<file path="src/hdl/mdpll_pkg.sv">
// Package for the MFM digital PLL decoder: payload structs, window codes and
// the result bundle passed from the tracking loop to the output serialiser.
// No dependencies.
`default_nettype none

package mdpll_pkg;

   // Fixed field widths; the tracked delay is as wide as the flux interval.
   localparam int INTERVAL_BITS = 16;
   localparam int FLUX_BITS     = INTERVAL_BITS;
   localparam int INDEX_BITS    = 16;
   // A start-of-run leading bit plus up to four window bits.
   localparam int BUNDLE_BITS = 5;
   localparam int COUNT_BITS  = 3;

   typedef struct packed {
      logic [FLUX_BITS-1:0] flux_interval;
      logic                 start_of_run;
   } req_data_type;

   typedef struct packed {
      logic                  mfm_bit;
      logic [INDEX_BITS-1:0] flux_index;
      logic                  last_of_item;
   } rsp_data_type;

   // Window that an interval falls into.
   typedef enum logic [1:0] {
      KIND_NONE,
      KIND_01,
      KIND_001,
      KIND_0001
   } kind_type;

   // All results of one input item, first bit in the least significant place.
   typedef struct packed {
      logic [BUNDLE_BITS-1:0] bits;
      logic [COUNT_BITS-1:0]  count;
      logic [INDEX_BITS-1:0]  index;
   } bundle_type;

endpackage

`default_nettype wire

</file>
<file path="src/hdl/mfm_digital_pll_decoder.sv">
// Top level of the MFM digital PLL decoder: input register, tracking loop and
// output serialiser. Depends on mdpll_pkg, mdpll_loop and mdpll_serializer.
`default_nettype none

// Each req transaction carries one flux-reversal interval. The interval is
// registered, then sorted against the tracked delay, and the delay is updated
// as the item moves on to the output stage; its MFM bits (up to five, including
// the leading 1 of a new run) are then handed out one per rsp transaction. An
// item holds the output stage until its last bit is taken, and an item with no
// bits does not hold it, so the sustained rate is one item per cycle for items
// of at most one bit while rsp_ready stays high; longer items are held back by
// the single-bit result port. The tracked delay is as wide as the flux interval
// and saturates at its all-ones value.

module mfm_digital_pll_decoder
   import mdpll_pkg::*;
(
   input  wire logic         clock,
   input  wire logic         reset,
   input  wire logic         req_valid,
   output logic              req_ready,
   input  wire req_data_type req_data,
   output logic              rsp_valid,
   input  wire logic         rsp_ready,
   output rsp_data_type      rsp_data
);

   req_data_type item_ff, item_in;
   logic         item_valid_ff, item_valid_in;
   logic         advance;
   logic         free;
   bundle_type   bundle;

   // The registered item moves on whenever the output stage can take its bundle.
   always_comb begin
      advance       = item_valid_ff && free;
      req_ready     = !item_valid_ff || free;
      item_valid_in = item_valid_ff;
      item_in       = item_ff;
      if (req_valid && req_ready) begin
         item_valid_in = 1'b1;
         item_in       = req_data;
      end else if (advance) begin
         item_valid_in = 1'b0;
      end
   end

   always_ff @(posedge clock) begin
      if (reset) begin
         item_valid_ff <= 1'b0;
      end else begin
         item_valid_ff <= item_valid_in;
      end
   end

   always_ff @(posedge clock) begin
      item_ff <= item_in;
   end

   mdpll_loop u_loop (
      .clock   (clock),
      .reset   (reset),
      .item    (item_ff),
      .advance (advance),
      .bundle  (bundle)
   );

   mdpll_serializer u_serializer (
      .clock     (clock),
      .reset     (reset),
      .load      (advance),
      .bundle    (bundle),
      .free      (free),
      .rsp_valid (rsp_valid),
      .rsp_ready (rsp_ready),
      .rsp_data  (rsp_data)
   );

endmodule

`default_nettype wire

</file>
<file path="src/hdl/mdpll_loop.sv">
// Tracking loop of the MFM digital PLL: window classification, delay update and
// run bookkeeping. Depends on mdpll_pkg.
`default_nettype none

module mdpll_loop
   import mdpll_pkg::*;
(
   input  wire logic         clock,
   input  wire logic         reset,
   input  wire req_data_type item,
   input  wire logic         advance,
   output bundle_type        bundle
);

   localparam int W = INTERVAL_BITS + 3;

   logic [INTERVAL_BITS-1:0] nominal_delay_ff, nominal_delay_in;
   logic                     run_started_ff, run_started_in;
   logic [INDEX_BITS-1:0]    interval_count_ff, interval_count_in;

   logic [INTERVAL_BITS-1:0] len;
   logic                     active;
   logic signed [W-1:0]      d, l, ll, quarter, eighth, x, half, target, hi, lo, max_val;
   kind_type                 kind;
   logic [3:0]               seq;
   logic [COUNT_BITS-1:0]    seq_len;

   // Operands: a new run seeds the delay with its own interval.
   always_comb begin
      len     = item.flux_interval;
      active  = item.start_of_run || run_started_ff;
      d       = item.start_of_run ? $signed({3'b000, len})
                                  : $signed({3'b000, nominal_delay_ff});
      l       = $signed({3'b000, len});
      ll      = l + l;
      quarter = d >>> 2;
      eighth  = d >>> 3;
      max_val = $signed({3'b000, {INTERVAL_BITS{1'b1}}});
   end

   // Window classification.
   always_comb begin
      if (l < quarter) begin
         kind = KIND_NONE;
      end else if (l < d + quarter) begin
         kind = KIND_01;
      end else if (l < d + d - quarter) begin
         kind = KIND_001;
      end else if (l < d + d + d) begin
         kind = KIND_0001;
      end else begin
         kind = KIND_NONE;
      end
   end

   // Target delay, halving with truncation toward zero, then clamp and saturate.
   always_comb begin
      case (kind)
         KIND_01:   x = d - l;
         KIND_001:  x = d - (ll >>> 2) - (ll >>> 3) + (ll >>> 5);
         KIND_0001: x = d - (l >>> 1);
         default:   x = '0;
      endcase
      half   = (x + $signed(W'(x < 0))) >>> 1;
      target = d - half;
      hi     = d + eighth;
      lo     = d - eighth;
      if (target > hi) begin
         target = hi;
      end else if (target < lo) begin
         target = lo;
      end
      if (target > max_val) begin
         target = max_val;
      end
   end

   // Result bits of the window, first bit in the least significant place.
   always_comb begin
      case (kind)
         KIND_01: begin
            seq     = 4'b0010;
            seq_len = 3'd2;
         end
         KIND_001: begin
            seq     = 4'b0100;
            seq_len = 3'd3;
         end
         KIND_0001: begin
            seq     = 4'b1000;
            seq_len = 3'd4;
         end
         default: begin
            seq     = 4'b0000;
            seq_len = 3'd0;
         end
      endcase
   end

   // Result bundle; an item before any run gives nothing.
   always_comb begin
      if (!active) begin
         bundle.bits  = '0;
         bundle.count = '0;
      end else if (item.start_of_run) begin
         bundle.bits  = {seq, 1'b1};
         bundle.count = seq_len + 3'd1;
      end else begin
         bundle.bits  = {1'b0, seq};
         bundle.count = seq_len;
      end
      bundle.index = item.start_of_run ? '0 : interval_count_ff;
   end

   // Next state.
   always_comb begin
      nominal_delay_in  = nominal_delay_ff;
      run_started_in    = run_started_ff;
      interval_count_in = interval_count_ff;
      if (advance && active) begin
         nominal_delay_in  = target[INTERVAL_BITS-1:0];
         run_started_in    = 1'b1;
         interval_count_in = item.start_of_run ? INDEX_BITS'(1) : interval_count_ff + 1'b1;
      end
   end

   // State registers.
   always_ff @(posedge clock) begin
      if (reset) begin
         nominal_delay_ff  <= '0;
         run_started_ff    <= 1'b0;
         interval_count_ff <= '0;
      end else begin
         nominal_delay_ff  <= nominal_delay_in;
         run_started_ff    <= run_started_in;
         interval_count_ff <= interval_count_in;
      end
   end

endmodule

`default_nettype wire

</file>
<file path="src/hdl/mdpll_serializer.sv">
// Output stage of the MFM digital PLL: holds one item's result bundle and hands
// it out one bit per rsp transaction. Depends on mdpll_pkg.
`default_nettype none

module mdpll_serializer
   import mdpll_pkg::*;
(
   input  wire logic       clock,
   input  wire logic       reset,
   input  wire logic       load,
   input  wire bundle_type bundle,
   output logic            free,
   output logic            rsp_valid,
   input  wire logic       rsp_ready,
   output rsp_data_type    rsp_data
);

   logic [COUNT_BITS-1:0]  count_ff, count_in;
   logic [BUNDLE_BITS-1:0] bits_ff, bits_in;
   logic [INDEX_BITS-1:0]  index_ff, index_in;
   logic                   take;

   // The stage can take a new bundle once its last bit leaves.
   always_comb begin
      rsp_valid = (count_ff != '0);
      take      = rsp_valid && rsp_ready;
      free      = (count_ff == '0) || ((count_ff == COUNT_BITS'(1)) && rsp_ready);
   end

   // Next contents: a load overrides the shift.
   always_comb begin
      count_in = count_ff;
      bits_in  = bits_ff;
      index_in = index_ff;
      if (load) begin
         count_in = bundle.count;
         bits_in  = bundle.bits;
         index_in = bundle.index;
      end else if (take) begin
         count_in = count_ff - 1'b1;
         bits_in  = bits_ff >> 1;
      end
   end

   always_ff @(posedge clock) begin
      if (reset) begin
         count_ff <= '0;
      end else begin
         count_ff <= count_in;
      end
   end

   always_ff @(posedge clock) begin
      bits_ff  <= bits_in;
      index_ff <= index_in;
   end

   // Result payload.
   always_comb begin
      rsp_data.mfm_bit      = bits_ff[0];
      rsp_data.flux_index   = index_ff;
      rsp_data.last_of_item = (count_ff == COUNT_BITS'(1));
   end

endmodule

`default_nettype wire

</file>
<file path="config.mk">
export PLATFORM = sky130hd
export DESIGN_NAME = mfm_digital_pll_decoder
export DESIGN_NICKNAME = d
export VERILOG_FILES = /design/src/hdl/mdpll_pkg.sv /design/src/hdl/mfm_digital_pll_decoder.sv /design/src/hdl/mdpll_loop.sv /design/src/hdl/mdpll_serializer.sv
export SDC_FILE = /design/constraint.sdc
export NUM_CORES = 1
export LEC_CHECK = 0
export BUFFER_PORTS_ARGS = -buffer_cell sky130_fd_sc_hd__buf_2
export CAP_MARGIN = 20
export CORE_MARGIN = 1.5
export CORE_UTILIZATION = 31
export CTS_CLUSTER_SIZE = 25
export DETAILED_ROUTE_END_ITERATION = 8
export SLEW_MARGIN = 20
export SYNTH_ARGS = -nofsm -noshare
export SYNTH_HDL_FRONTEND = slang
export SYNTH_HIERARCHICAL = 1
export SYNTH_SLANG_ARGS = --single-unit
</file>
<file path="constraint.sdc">
create_clock -name clock -period 14.3 [get_ports clock]
set_input_delay 2.86 -clock clock [delete_from_list [all_inputs] [get_ports clock]]
set_output_delay 2.86 -clock clock [all_outputs]
set_load 0.005 [all_outputs]
</file>
### Yosys cells after proc, flatten, opt, wreduce, memory -nomap -nowiden

Index checks and enable logic that the tools add are counted.

| word-level totals | value |
|---|---|
| output and inout port bits | 20 |
| latch bits | 0 |
| bits in read-only memories | 0 |
| memories | 0 |
| RAM bits | 0 |
| logic and storage cells | 71 |
| register bits after elaboration | 75 |
| input bits | 21 |

| cells by class | value |
|---|---|
| multipliers | 0 |
| $lt $le $gt $ge | 8 |
| add/sub/neg operators | 17 |
| reductions and logical operators | 13 |
| bitwise operators | 0 |
| muxes and demuxes | 20 |
| equal/unequal tests | 4 |
| shift-type cells | 0 |
| divide/modulo/power cells | 0 |

Operator list:

| operator | number |
|---|---|
| less-than comparator 17 x 19 -> 1 bit | 3 |
| one-hot mux 19 bit (3 select lines) | 1 |
| subtractor 19 x 16 -> 19 bit | 3 |
| subtractor 19 x 17 -> 19 bit | 3 |
| 2-to-1 mux 16 bit | 3 |
| adder 19 bit | 2 |
| 2-to-1 mux 19 bit | 2 |
| adder 19 x 14 -> 19 bit | 1 |
| adder 19 x 16 -> 19 bit | 1 |
| adder 19 x 17 -> 19 bit | 1 |
| adder 19 x 2 -> 19 bit | 1 |
| > comparator 19 x 17 -> 1 bit, second input constant | 1 |
| > comparator 19 bit | 1 |
| less-than comparator 19 x 1 -> 1 bit, second input constant | 1 |
| less-than comparator 19 bit | 1 |
| subtractor 17 x 18 -> 19 bit | 1 |
| adder 16 x 16 -> 17 bit | 1 |
| less-than comparator 17 bit | 1 |
| adder 16 x 1 -> 16 bit, second input constant | 1 |
| 2-to-1 mux 8 bit | 2 |
| one-hot mux 4 bit (3 select lines) | 1 |
| 2-to-1 mux 5 bit | 2 |
| one-hot mux 3 bit (3 select lines) | 1 |
| 2-to-1 mux 2 bit | 4 |
| 13 further kinds | 23 |

### Logic depth before layout (Yosys ltp)

| logic depth | value |
|---|---|
| depth after elaboration | 18 |
| gate-level depth with buffers | 62 |
| gate-level depth less buffers | 58 |

### Hierarchy

The synthesis kept the hierarchy.

Modules (own cells, without submodules):

| module | times used | area each (um2) | cells an instance | sequential area each (um2) |
|---|---|---|---|---|
| mdpll_loop | 1 | 11648.7 | 1523 | 660.6 |
| mdpll_serializer | 1 | 948.4 | 55 | 690.7 |
| mfm_digital_pll_decoder | 1 | 573.0 | 23 | 530.5 |

### Worst setup path before layout

OpenSTA, ideal clock, no wires.

| path | value |
|---|---|
| kind | reg-to-reg |
| from | reg item_ff[0] in the netlist's numbering |
| to | reg u_loop.nominal_delay_ff[0] |
| clock period less this slack | 11379 ps |
| stages on the path, launching flop included | 55 |
| buffers on the path | 4 |
| setup time | 79 ps |
| data required time | 14221 ps |
| slack | 2921 ps |
| arrival time | 11300 ps |
| cell sequence | edfxtp_1 > buf_2 > buf_1 > buf_1 > mux2i_1 > inv_1 > ha_1 > a21o_1 > a21oi_1 > o21ai_0 > a21oi_1 > o21ai_0 > a21oi_1 > o21ai_0 > a21oi_1 > nor2b_1 > o211ai_1 > nand2_1 > (+19 left out) > and2b_1 > nand3_1 > xor2_1 > ha_1 > nand3_1 > a21oi_1 > a21oi_1 > a311oi_1 > xor2_1 > ha_1 > nor2b_1 > o21ai_0 > o21ai_0 > o41ai_1 > o21ai_0 > a221oi_1 > mux2_2 > a211oi_2 |

| between the ends | value |
|---|---|
| word-level cells in the longest chain between the ends | 18 |
| elaborated cells between the ends (all ways) | 35 |
| those cells by class | add/sub (13); order compare (8); eq/ne (3); mux (9); reduce/logical (2) |

Ends and longest elaborated chain:

| what | line | text |
|---|---|---|
| start, declared | mfm_digital_pll_decoder.sv:28 | `req_data_type item_ff, item_in;` |
| start signal, assigned | mfm_digital_pll_decoder.sv:57 | `item_ff <= item_in;` |
| 2-to-1 mux 16 bit | mdpll_loop.sv:32 | `d = item.start_of_run ? $signed({3'b000, len})` |
| adder 19 bit | mdpll_loop.sv:47, mdpll_loop.sv:49 |  |
| adder 19 bit | mdpll_loop.sv:49 | `end else if (l < d + d + d) begin` |
| less-than comparator 17 x 19 -> 1 bit | mdpll_loop.sv:49 |  |
| 2-to-1 mux 2 bit | mdpll_loop.sv:49 |  |
| 2-to-1 mux 2 bit | mdpll_loop.sv:47 | `end else if (l < d + d - quarter) begin` |
| 2-to-1 mux 2 bit | mdpll_loop.sv:45 | `end else if (l < d + quarter) begin` |
| 2-to-1 mux 2 bit | mdpll_loop.sv:43 | `if (l < quarter) begin` |
| (+2 left out) | n/a |  |
| less-than comparator 19 x 1 -> 1 bit | mdpll_loop.sv:64 | `half = (x + $signed(W'(x < 0))) >>> 1;` |
| adder 19 x 2 -> 19 bit | mdpll_loop.sv:64 |  |
| subtractor 17 x 18 -> 19 bit | mdpll_loop.sv:65 | `target = d - half;` |
| less-than comparator 19 bit | mdpll_loop.sv:70 | `end else if (target < lo) begin` |
| 2-to-1 mux 19 bit | mdpll_loop.sv:70 |  |
| 2-to-1 mux 19 bit | mdpll_loop.sv:68 | `if (target > hi) begin` |
| > comparator 19 x 17 -> 1 bit | mdpll_loop.sv:73 | `if (target > max_val) begin` |
| 2-to-1 mux 16 bit | mdpll_loop.sv:73 |  |
| end signal, assigned | mdpll_loop.sv:134 | `nominal_delay_ff <= nominal_delay_in;` |
| end, declared | mdpll_loop.sv:17 | `logic [INTERVAL_BITS-1:0] nominal_delay_ff, nominal_delay_in;` |

Parallel ways exist; a longest one is shown, timed or not.
A chain may end at the register's enable or synchronous reset.

### Worst setup path in the final report

| path | value |
|---|---|
| from | reg item_ff[3] in the netlist's numbering |
| to | reg u_loop.nominal_delay_ff[4] |

| between the ends | value |
|---|---|
| word-level cells in the longest chain between the ends | 18 |
| elaborated cells between the ends (all ways) | 34 |
| those cells by class | add/sub (14); order compare (8); eq/ne (3); mux (9) |

Ends and longest elaborated chain:

| what | line |
|---|---|
| branches (longest 15 deep; another with subtractor 19 x 17 -> 19 bit) | n/a |
| 2-to-1 mux 19 bit (*) | mdpll_loop.sv:68 |
| > comparator 19 x 17 -> 1 bit | mdpll_loop.sv:73 |
| 2-to-1 mux 16 bit (*) | mdpll_loop.sv:73 |

Mark *: on every way between the ends.

==> impl_results.md <==
- Wire length of the first global-routing pass: 64,500 um
- Syn. warnings: 6
- Critical Path RT: 14.57 ns
- Final worst path period share: 0.905
- Hold Crit Depth: 2
- Fraction of registers with async set or reset after synthesis: 0
- Total area of multi-input combinational cells: 10,600 um2
- Global-route layer with the greatest usage: met2
- Proportion of synthesized chip area in sequential cells: 0.143
- Hold Path Class: flop to flop
- Worst min-delay path startpoint: u_loop/interval_count_ff[5]
- Area growth, synth to finish: 8.06%
- Number of buffers added for setup after CTS: 0
- Top flip-flop cell by instance count after synthesis: sky130_fd_sc_hd__edfxtp_1
- Global Route Usage Sum: 0.186
- Relative max-transition margin: 0.328
- Max-slew violation count: 0
- Via count of the first global-routing pass: 11,800
- IO buf count: 40
- R2r worst-path depth: 53
- Post-synthesis net count: 1,876
- Vias: 12,000
- Reg-to-reg critical path startpoint: item_ff[3]
- Minimum hold slack: 0.498 ns
- Worst r2r dst: u_loop/nominal_delay_ff[4]
- Cell chosen for the clock root: sky130_fd_sc_hd__clkbuf_16
- Category of the worst setup path launch point: flop
- Number of rows created at floorplan: 75
- Layout fillers: 4,382
- Signal arrival time at the worst endpoint: 13.21 ns
- Internal reg-to-reg setup slack: 1.36 ns
- Die Height: 209 um
- GR Layer Usage met3: 0.0215
- Initial cell density of the core: 0.314
- Most frequent cells in the layout: sky130_fd_sc_hd__ha_1 (234), sky130_fd_sc_hd__a21oi_1 (128), sky130_fd_sc_hd__inv_1 (122)
- Status: complete, no violations
- Width of the chip: 209 um
- Clock-pin transition on the worst setup and hold timing paths: 0.06 ns
- Total of flip-flops plus latches after synthesis: 75
- Number of buffers created by CTS: 9
- Share of the core filled with cells in the final layout: 0.339
- Worst Hold End: u_loop/interval_count_ff[5]
- Buffers plus inverters on the worst setup path: 4
- H-Tree Level Count: 3
- Routability cong.: 0.955
- NumNets Final: 1,886
- Number of antenna violations at the first check in global routing: 0
- Cell count after synthesis: 1,601
- Post-synthesis cell area: 13,200 um2
- CTS tree: yes
- Share of final-layout standard cells stronger than drive strength 1: 0.0761
- Number of flops mapped to enable cells by yosys: 38
- Count of distinct cell types in the synthesized netlist: 99
- Maximum clock frequency: 77.3 MHz
- Number of endpoints with negative hold slack in the final report: 0
- CP max stage cell: sky130_fd_sc_hd__mux2i_2
- DRC violation total after the first TritonRoute iteration: 982
- Wire length reported by the detailed router: 40,800 um
- Overall die area: 43,700 um2
- Number of clock sinks seen by CTS: 75
- Final worst clock skew: 0.00623 ns
- Largest fanout on the critical path: 18
- RSZ-0062 raised after global routing: false
- Largest net degree at the start of global routing: 39
- Number of inserted diodes: 0
- Worst-skew pair later-pin latency: 0.35 ns
- Number of remaining DRC errors: 0
- Grt ovf: 0
- Category of the worst setup path capture point: flop
- Clock Tree Buf Depth: 2
- Routed len/inst: 18.9 um
- Antenna violation net count after detailed routing: 0
- Setup CP Type: flop to flop
- Max incr delay on CP: 0.79 ns
- Core ar.: 41,900 um2
- Number of placed cells counting well taps: 2,139
- Area taken by flip-flops and latches: 1880 um2
- GR met2 Demand/Resource: 0.307
- Global-route met1 utilization: 0.256
- Delay-heaviest family, CP: compound AO/OA/AOI/OAI gates
- Per-cell via count in the routed design: 5.59
- Top Ports: 41
- Max-capacitance violation count: 0
- Most common cell after layout, fill and taps aside: sky130_fd_sc_hd__ha_1
- Finish-stage setup viols: 0
- Shortest clock period the worst path allows after layout: 12.94 ns
- Average cell area after synthesis: 8.23 um2
- Pin slew with the least headroom to its limit: 0.988 ns
- Router iterations before antenna repair: 5
- Detailed placer's ending HPWL: 32,700 um
- Number of standard cells in the layout, taps in and fillers out: 2,155
- Post-Route Setup TNS: 0 ns
==> cell usage after synthesis, types with 24 or more instances <==
cell type,n,area share
sky130_fd_sc_hd__a21o_1,45,0.026
sky130_fd_sc_hd__a21oi_1,128,0.049
sky130_fd_sc_hd__clkbuf_1,31,0.0088
sky130_fd_sc_hd__dfxtp_1,37,0.056
sky130_fd_sc_hd__edfxtp_1,38,0.087
sky130_fd_sc_hd__ha_1,234,0.22
sky130_fd_sc_hd__inv_1,122,0.035
sky130_fd_sc_hd__nand2_1,83,0.024
sky130_fd_sc_hd__nand3_1,42,0.016
sky130_fd_sc_hd__nor2_1,98,0.028
sky130_fd_sc_hd__nor2b_1,36,0.017
sky130_fd_sc_hd__nor3_1,24,0.0091
sky130_fd_sc_hd__o21a_1,38,0.022
sky130_fd_sc_hd__o21ai_0,97,0.037
sky130_fd_sc_hd__xnor2_1,88,0.059
sky130_fd_sc_hd__xor2_1,39,0.026
==> sequential cells by signal, summed over array words and instances (netlist names) <==
signal / count
item_ff: 17
item_valid_ff: 1
u_loop/interval_count_ff: 16
u_loop/nominal_delay_ff: 16
u_loop/run_started_ff: 1
u_serializer/bits_ff: 5
u_serializer/count_ff: 3
u_serializer/index_ff: 16
==> tightest hold or removal path, cell delays in order (launching register included) <==
cell,delay (ns)
sky130_fd_sc_hd__dfxtp_1,0.32
sky130_fd_sc_hd__o21ai_0,0.07
sky130_fd_sc_hd__a21oi_1,0.06
==> how the worst max path moves through the flow <==
stage                     from                    endpoint  slack [ns]  depth (start not counted)
global placement    item_ff[3]  u_loop/nominal_delay_ff[2]        1.70                         56
global route        item_ff[3]  u_loop/nominal_delay_ff[0]        0.04                         53
detailed placement  item_ff[3]  u_loop/nominal_delay_ff[2]        1.37                         56
floorplan           item_ff[0]  u_loop/nominal_delay_ff[0]        2.92                         54
finish              item_ff[3]  u_loop/nominal_delay_ff[4]        1.36                         53
CTS                 item_ff[3]  u_loop/nominal_delay_ff[2]        1.30                         56
==> logic make-up after synthesis <==
| group | synth area share |
|---|---|
| AOI/OAI and AO/OA | 0.266 |
| xor gates and xnor gates | 0.0845 |
| adders and majority gates | 0.253 |
| buffers and inverters | 0.0520 |
| DFF | 0.143 |
| muxes | 0.0366 |
| and+or+nand+nor | 0.165 |
==> per-stage QoR <==
stage / area, um2 / setup WS, ns
2_1_floorplan: 13200 / 2.92
3_3_place_gp: 13900 / 1.70
3_5_place_dp: 13900 / 1.37
4_1_cts: 14200 / 1.30
5_1_grt: 14200 / 0.0394
6_report: 14200 / 1.36
==> cell type report <==
class                   instances  share of cell area
clock buffers                   9              0.0158
clock inverters                 7             0.00862
inverters                     125              0.0330
multi-input cells            1353               0.745
flip-flops and latches         75               0.132
well taps                     539              0.0474
repair buffers                 47              0.0178
==> what timing repair did <==
action	in CTS	in global routing
gates resized for setup	0	1
hold buffers	0	0
setup endpoints to repair	0	16
==> layer usage <==
layer / share of wire / vias to the layer above
li1: - / 5910
met1: 0.47 / 5719
met2: 0.45 / 366
met3: 0.051 / 51
met4: 0.022 / 0
met5: 0 / -
Power is left out: the tool's default activity adds up to more than one toggle a clock period on the data nets, which glitch-free logic cannot reach.
